--- src/rtl/snrd_pkg.sv ---
// Package for the scan node resync deframer: node layout constants and
// bus widths. No dependencies.
`default_nettype none

package snrd_pkg;

    // Node geometry: five bytes, four of them held while the fifth arrives
    localparam int unsigned NODE_BYTES = 5;
    localparam int unsigned WIN_DEPTH  = NODE_BYTES - 1;
    localparam int unsigned WIN_IDX_W  = $clog2(WIN_DEPTH);
    localparam int unsigned FILL_W     = $clog2(NODE_BYTES + 1);

    // Bit positions of the node flags
    localparam int unsigned SYNC_BIT     = 0;  // first byte
    localparam int unsigned SYNC_INV_BIT = 1;  // first byte
    localparam int unsigned CHECK_BIT    = 0;  // second byte

    // Result field widths
    localparam int unsigned QUALITY_W  = 6;
    localparam int unsigned ANGLE_W    = 15;
    localparam int unsigned DISTANCE_W = 14;

    // Bus widths
    localparam int unsigned S_TDATA_W  = 8;
    localparam int unsigned M_FIELDS_W = QUALITY_W + ANGLE_W + DISTANCE_W;
    localparam int unsigned M_TDATA_W  = ((M_FIELDS_W + 7) / 8) * 8;
    localparam int unsigned M_PAD_W    = M_TDATA_W - M_FIELDS_W;

    typedef logic [7:0] t_byte;

endpackage

`default_nettype wire

--- src/rtl/scan_node_resync_deframer_unit.sv ---
// Scan node resync deframer, top level.
// Depends on snrd_pkg.
`default_nettype none

// Channel   Dir  Handshake                          Payload
// s_axis    in   i_s_axis_tvalid / o_s_axis_tready  tdata[7:0] rx_byte
// m_axis    out  o_m_axis_tvalid / i_m_axis_tready  tdata: quality, angle_q6,
//                                                   distance_mm; tuser: start_flag
// cfg       in   i_cfg_we                           i_cfg_wdata scan_enable
//
// One byte per cycle while m_axis takes its results. A byte lands in the input
// register, is matched against the four held bytes as it leaves that register,
// and a good node's fields are registered in the result register on m_axis.
// Synchronous active-low reset clears scan enable, fill count and both valids.
// A stalled m_axis holds the result register; the input register then fills
// and tready drops until the result is taken.

module scan_node_resync_deframer_unit
    import snrd_pkg::*;
(
    input  wire logic                  i_clk,
    input  wire logic                  i_rst_n,
    // configuration
    input  wire logic                  i_cfg_we,
    input  wire logic                  i_cfg_wdata,      // scan_enable
    // byte stream in
    input  wire logic                  i_s_axis_tvalid,
    output logic                       o_s_axis_tready,
    input  wire logic [S_TDATA_W-1:0]  i_s_axis_tdata,   // [7:0] rx_byte
    // node stream out
    output logic                       o_m_axis_tvalid,
    input  wire logic                  i_m_axis_tready,
    output logic [M_TDATA_W-1:0]       o_m_axis_tdata,   // [5:0] quality,
                                                         // [20:6] angle_q6,
                                                         // [34:21] distance_mm,
                                                         // upper bits zero
    output logic                       o_m_axis_tuser    // [0] start_flag
);

    // ---- registers ----
    logic               r_scan_en, n_scan_en;
    logic               r_in_valid, n_in_valid;
    t_byte              r_in_byte;
    logic [FILL_W-1:0]  r_fill, n_fill;
    t_byte              r_win [WIN_DEPTH];
    logic               r_out_valid, n_out_valid;
    logic               r_out_start;
    logic [M_FIELDS_W-1:0] r_out_fields;

    // ---- node evaluation ----
    logic               in_xfer;
    logic               proc_go;   // input register moves on this cycle
    logic               take;      // byte enters the window logic
    logic               node_full; // four held + incoming = a whole node
    logic               node_ok;
    logic               emit;
    logic [QUALITY_W-1:0]  quality;
    logic [ANGLE_W-1:0]    angle_q6;
    logic [DISTANCE_W-1:0] distance_mm;

    assign in_xfer   = i_s_axis_tvalid && o_s_axis_tready;
    assign proc_go   = r_in_valid && (!r_out_valid || i_m_axis_tready);
    assign take      = proc_go && r_scan_en;
    assign node_full = (r_fill == FILL_W'(WIN_DEPTH));

    // Sync and inverted sync must differ, check bit must be set
    assign node_ok = node_full
                  && (r_win[0][SYNC_BIT] != r_win[0][SYNC_INV_BIT])
                  && r_win[1][CHECK_BIT];
    assign emit    = take && node_ok;

    // Fields: byte 0 quality, bytes 1..2 angle word, bytes 3..4 distance word
    assign quality     = r_win[0][7:2];
    assign angle_q6    = {r_win[2], r_win[1][7:1]};
    assign distance_mm = {r_in_byte, r_win[3][7:2]};

    assign o_s_axis_tready = !r_in_valid || proc_go;

    always_comb begin
        n_scan_en   = r_scan_en;
        n_fill      = r_fill;
        n_in_valid  = r_in_valid;
        n_out_valid = r_out_valid;

        if (in_xfer) begin
            n_in_valid = 1'b1;
        end else if (proc_go) begin
            n_in_valid = 1'b0;
        end

        if (emit) begin
            n_out_valid = 1'b1;
        end else if (i_m_axis_tready) begin
            n_out_valid = 1'b0;
        end

        if (take) begin
            if (!node_full) begin
                n_fill = r_fill + FILL_W'(1);
            end else if (node_ok) begin
                n_fill = '0;
            end
            // bad node: window slides, fill stays at four
        end

        // A write restarts at a clean node boundary
        if (i_cfg_we) begin
            n_scan_en = i_cfg_wdata;
            n_fill    = '0;
        end
    end

    // ---- control state ----
    always_ff @(posedge i_clk) begin
        if (!i_rst_n) begin
            r_scan_en   <= 1'b0;
            r_in_valid  <= 1'b0;
            r_fill      <= '0;
            r_out_valid <= 1'b0;
        end else begin
            r_scan_en   <= n_scan_en;
            r_in_valid  <= n_in_valid;
            r_fill      <= n_fill;
            r_out_valid <= n_out_valid;
        end
    end

    // ---- payload ----
    always_ff @(posedge i_clk) begin
        if (in_xfer) begin
            r_in_byte <= i_s_axis_tdata;
        end
        if (take) begin
            if (!node_full) begin
                r_win[r_fill[WIN_IDX_W-1:0]] <= r_in_byte;
            end else if (!node_ok) begin
                for (int i = 0; i < WIN_DEPTH - 1; i++) begin
                    r_win[i] <= r_win[i+1];
                end
                r_win[WIN_DEPTH-1] <= r_in_byte;
            end
        end
        if (emit) begin
            r_out_start  <= r_win[0][SYNC_BIT];
            r_out_fields <= {distance_mm, angle_q6, quality};
        end
    end

    assign o_m_axis_tvalid = r_out_valid;
    assign o_m_axis_tdata  = {{M_PAD_W{1'b0}}, r_out_fields};
    assign o_m_axis_tuser  = r_out_start;

    // ---- assertions ----
    a_fill_range: assert property (@(posedge i_clk) disable iff (!i_rst_n)
        r_fill <= FILL_W'(WIN_DEPTH))
        else $error("fill count beyond window depth");

    a_emit_clears: assert property (@(posedge i_clk) disable iff (!i_rst_n)
        emit |=> (r_fill == '0) && o_m_axis_tvalid)
        else $error("good node did not clear window or raise tvalid");

    a_fill_step: assert property (@(posedge i_clk) disable iff (!i_rst_n)
        take && !node_full && !i_cfg_we |=> r_fill == $past(r_fill) + FILL_W'(1))
        else $error("fill count did not advance on stored byte");

    a_disabled_quiet: assert property (@(posedge i_clk) disable iff (!i_rst_n)
        !r_scan_en && (!r_out_valid || i_m_axis_tready) |=> !o_m_axis_tvalid)
        else $error("result produced while scanning disabled");

endmodule

`default_nettype wire
--- config.mk ---
export PLATFORM = sky130hd
export DESIGN_NAME = scan_node_resync_deframer_unit
export DESIGN_NICKNAME = d
export VERILOG_FILES = /design/src/rtl/snrd_pkg.sv /design/src/rtl/scan_node_resync_deframer_unit.sv
export SDC_FILE = /design/constraint.sdc
export NUM_CORES = 1
export LEC_CHECK = 0
export ABC_AREA = 1
export ABC_CLOCK_PERIOD_IN_PS = 5200
export CORE_MARGIN = 2
export CORE_UTILIZATION = 66
export CTS_CLUSTER_SIZE = 14
export DETAILED_ROUTE_END_ITERATION = 7
export DONT_BUFFER_PORTS = 1
export PLACE_DENSITY = 0.82
export SLEW_MARGIN = 20
export SYNTH_ARGS = -nofsm -noshare
export SYNTH_HDL_FRONTEND = slang
export SYNTH_SLANG_ARGS = --single-unit
--- constraint.sdc ---
create_clock -name i_clk -period 5.2 [get_ports i_clk]
set_clock_uncertainty 0.2 [all_clocks]
set_input_delay 0.52 -clock i_clk [delete_from_list [all_inputs] [get_ports i_clk]]
set_output_delay 0.52 -clock i_clk [all_outputs]
set_load 0.005 [all_outputs]
Word-level counts from Yosys, hierarchy flattened
Memories as Yosys holds them, arrays and structs flattened.
Cells that the tools add are included.

word-level totals
  register bits after elaboration = 50
  memory bits (writable) = 32
  input bits = 14
  output and inout bits = 43
  word-level logic and storage cells = 44
  memories = 1

cells by class
  add/sub/neg operators = 1
  equality and inequality tests = 3
  mux-type cells = 16
  bitwise logic cells = 1
  reductions and logical operators = 15

memories
  memory  words  bits a word  read ports  clocked after memory_dff  write ports  RTL line                              source
  r_win   4      8            4           0                         4            scan_node_resync_deframer_unit.sv:45  t_byte r_win [WIN_DEPTH];

operators by type and width
  kind                                                             number
  1-bit two-way mux                                                12
  8-bit two-way mux                                                1
  8-bit OR reduction                                               1
  1-bit logical AND                                                6
  3-bit two-way mux                                                2
  2-bit nonzero test                                               2
  3-bit by 1-bit adder with 3-bit output, second input constant    1
  3-bit equality test, second input constant                       1
  1-bit logical NOT                                                2
  1-bit logical OR                                                 2
  2-bit two-way mux                                                1
  2-bit by 1-bit != test with 1-bit output, second input constant  1
  2-bit AND reduction                                              1
  2-bit OR reduction                                               1
  1-bit != test                                                    1
  1-bit inverter                                                   1

Depth between registers and ports, before layout
An unclocked memory read counts as a cell.

  word-level depth = 10
  depth in mapped cells = 10
  gate-level depth less buffers = 9

Worst setup path after synthesis
Ideal clock, no wire load.

  path kind = input port to flip-flop
  start point = in i_m_axis_tready
  end point = reg r_out_start (netlist: o_m_axis_tuser), read port of r_win (enable)
  setup time = 0.391 ns
  data arrival time = 1.697 ns
  required time = 4.609 ns
  path slack = 2.913 ns
  stages = 4
  path buffers = 0
  cell sequence = inv_1 > a21oi_4 > nand3_1 > inv_1

between the ends
  longest elaborated chain between the ends = 4

RTL lines
  element            RTL line                              source
  from (decl)        scan_node_resync_deframer_unit.sv:32  input wire logic i_m_axis_tready,
  1-bit logical OR   scan_node_resync_deframer_unit.sv:62  assign proc_go = r_in_valid && (!r_out_valid || i_m_axis_tready);
  1-bit logical AND  scan_node_resync_deframer_unit.sv:62
  1-bit logical AND  scan_node_resync_deframer_unit.sv:63  assign take = proc_go && r_scan_en;
  1-bit logical AND  scan_node_resync_deframer_unit.sv:70  assign emit = take && node_ok;
  net emit           scan_node_resync_deframer_unit.sv:56  logic emit;
  to (decl)          scan_node_resync_deframer_unit.sv:47  logic r_out_start;

The timed path passes the listed nets, and every way through them passes these cells.
A chain may end at the register's enable or synchronous reset.

==> reports/metrics.yaml <==
outcome: "completed"
tightest_slew_ns: 0.699
mostFrequentLayoutCells: "edfxtp_1, nand2_1, inv_1"
arrival_ns: 2.07
grt_pass1_wl_mm: 6.56
cts.sinks: 82
hp-start: "i_cfg_we"
totalWireLength_mm: 4.12
avgSynthCellArea_um2: 14.7
antenna_found_initial: 0
slew_viol_final: 0
yosysTopAreaCell: "edfxtp_1"
die_w_um: 71.9
drc_errors: 0
fin_crit_ns: 2.30
drv_cap: 0
powerDensity_mw_per_mm2: 350
fin_crit_sh_pct: 44.2
die_area_mm2: 0.00518
p_leak_nw: 1.15
dp.final_hpwl_mm: 2.88
final_cells: 273
cts_hold_buf: 0
wl_per_cell_um: 15.1
drive_above_1_share_pct: 15.4
cts_setup_buffers: 0
synthTopCellsByArea: "edfxtp_1, nand2_1, dfxtp_1"
cts_resized: 0
syn2layout_area_growth_pct: 6.16
setup_violations: 0
crit_path_end_kind: "register"
via_per_inst: 5.57
max_freq_mhz: 435
hold_viol_final: 0
hold_slack_ns: 0.0636
finalInstanceArea_mm2: 0.00323
cts_tree: "built"
cts_root_buf: "clkbuf_8"
routed-wl-met2_mm: 1.95
max_slew_margin_pct: 53.4
io_buffers: 0
yosys.area.top_type_share_pct: 74.9
overflow: 0
min_path_cells: 1
clk_pin_slew_ns: 0.07
grt_start_max_net_pins: 37
worst-setup-path-type: "reg2reg"
ioPinCount: 57
clk_path_buf_depth: 2
syn-cell-area_mm2: 0.00305
routed.top_layer: "met4"
r2r_cells: 7
nets: 234
ant_nets: 0
numCtsBuffers: 9
vias: 1521
core_mm2: 0.00441
die_h_um: 71.9
reg2reg_to: "r_win[3][0]$_DFFE_PP_"
whs_endpoint: "r_scan_en$_SDFFE_PN0P_"
ys_warn_count: 0
drt-initial-drc-count: 97
h-tree-depth: 3
ys_ff_latch: 82
crit_path_max_fanout: 8
grt.total_usage_pct: 17.9
min_path_type: "in2reg"
n_antenna_cell: 0
r2r_setup_slack_ns: 2.90
rsz0062_at_grt: "false"
layout_commonest_cell: "edfxtp_1"
dpl.cell_count: 257
wl_met3_um: 308
rr_startpoint: "r_fill[0]$_SDFFE_PP0P_"
dr.pass1.iters: 4
initial_core_util_pct: 69.0
setup.worst_path.start_class: "register"
startpoint: "r_fill[0]$_SDFFE_PP0P_"
placementRows: 24
synth-seq-area-share_pct: 78.9
clk_latency_ns: 0.34
drt-met1-wl_mm: 1.74
first_global_vias: 1413
ir_worst_vdd_v: 0.000228
gp_congestion: 0.767
synthCells: 207
crit_required_ns: 4.98
synth.distinct_cells: 20
postPlaceCellArea_mm2: 0.00307
fin_tns_setup_ns: 0
==> cell families after synthesis <==
family                     after synthesis  share of synthesized area, %
DFF                                     82                          78.9
buffers and inverters                   23                          4.31
and+or+nand+nor                         86                          12.9
AOI/OAI and AO/OA                       11                          2.18
adders and majority gates                4                          1.64
other                                    1                         0.123
==> worst max path at each step <==
| stage | to | slack, ns | depth (start not counted) |
|---|---|---|---|
| final | r_win[3][0]$_DFFE_PP_ | 2.90 | 7 |
| after floorplan | o_m_axis_tuser$_DFFE_PP_ | 2.91 | 4 |
| after CTS | r_win[3][0]$_DFFE_PP_ | 2.91 | 7 |
| after global routing | r_win[3][0]$_DFFE_PP_ | 2.78 | 7 |
| after detailed placement | r_win[3][7]$_DFFE_PP_ | 2.92 | 7 |
| after global placement | r_win[3][4]$_DFFE_PP_ | 3.03 | 7 |
==> worst max-delay path, stage by stage (launching register included) <==
cell,delay (ns)
dfxtp_1,0.42
inv_1,0.13
ha_1,0.25
nand2_4,0.11
nor2_4,0.04
nand2_2,0.10
nand2_1,0.11
a21oi_1,0.57
==> cell usage after synthesis <==
| cell type | count |
|---|---|
| nand2_2 | 13 |
| dfxtp_1 | 6 |
| o21ai_0 | 2 |
| inv_1 | 14 |
| buf_4 | 5 |
| nor2_1 | 7 |
| edfxtp_1 | 76 |
| nand2_1 | 56 |
| conb_1 | 1 |
| nor2_4 | 1 |
| a21oi_4 | 1 |
| nand2_4 | 1 |
| a21oi_1 | 8 |
| nand3_4 | 1 |
| inv_4 | 1 |
| ha_1 | 4 |
| buf_12 | 1 |
| buf_6 | 1 |
| nand3_1 | 7 |
| inv_2 | 1 |
==> registers in the layout (all words and copies together) (netlist names) <==
register         flops
r_out_fields        35
o_m_axis_tuser       1
r_in_byte            8
r_fill               3
r_scan_en            1
o_m_axis_tvalid      1
r_in_valid           1
r_win               32
==> power breakdown <==
part           switching (mW)  total [mW]  internal, mW
registers             0.00532       0.732         0.727
clock network           0.210       0.381         0.171
logic                  0.0147      0.0205       0.00580
==> layer usage <==
layer	up-vias	global-route usage (%)
met5	-	0
met4	0	12.2
met3	13	6.53
met2	87	27.9
met1	708	21.0
li1	713	-
==> metrics by stage <==
step                      setup slack [ns]  power, mW  utilization, %
after floorplan                       2.91      0.763               -
after global placement                3.03      0.765            69.4
after detailed placement              2.92      0.767            69.4
after CTS                             2.91       1.14            73.3
after global routing                  2.78       1.17            73.3
final                                 2.90       1.13            73.3
==> cell type report <==
class,count,area (um^2)
Clock buffer,9,124
Inverter,16,62.6
Tap cell,52,65.1
Clock inverter,7,45.0
Fill cell,276,1180
Timing Repair Buffer,1,7.51
Multi-Input combinational cell,106,528
Sequential cell,82,2400
Power figures use the tool's default switching activity.
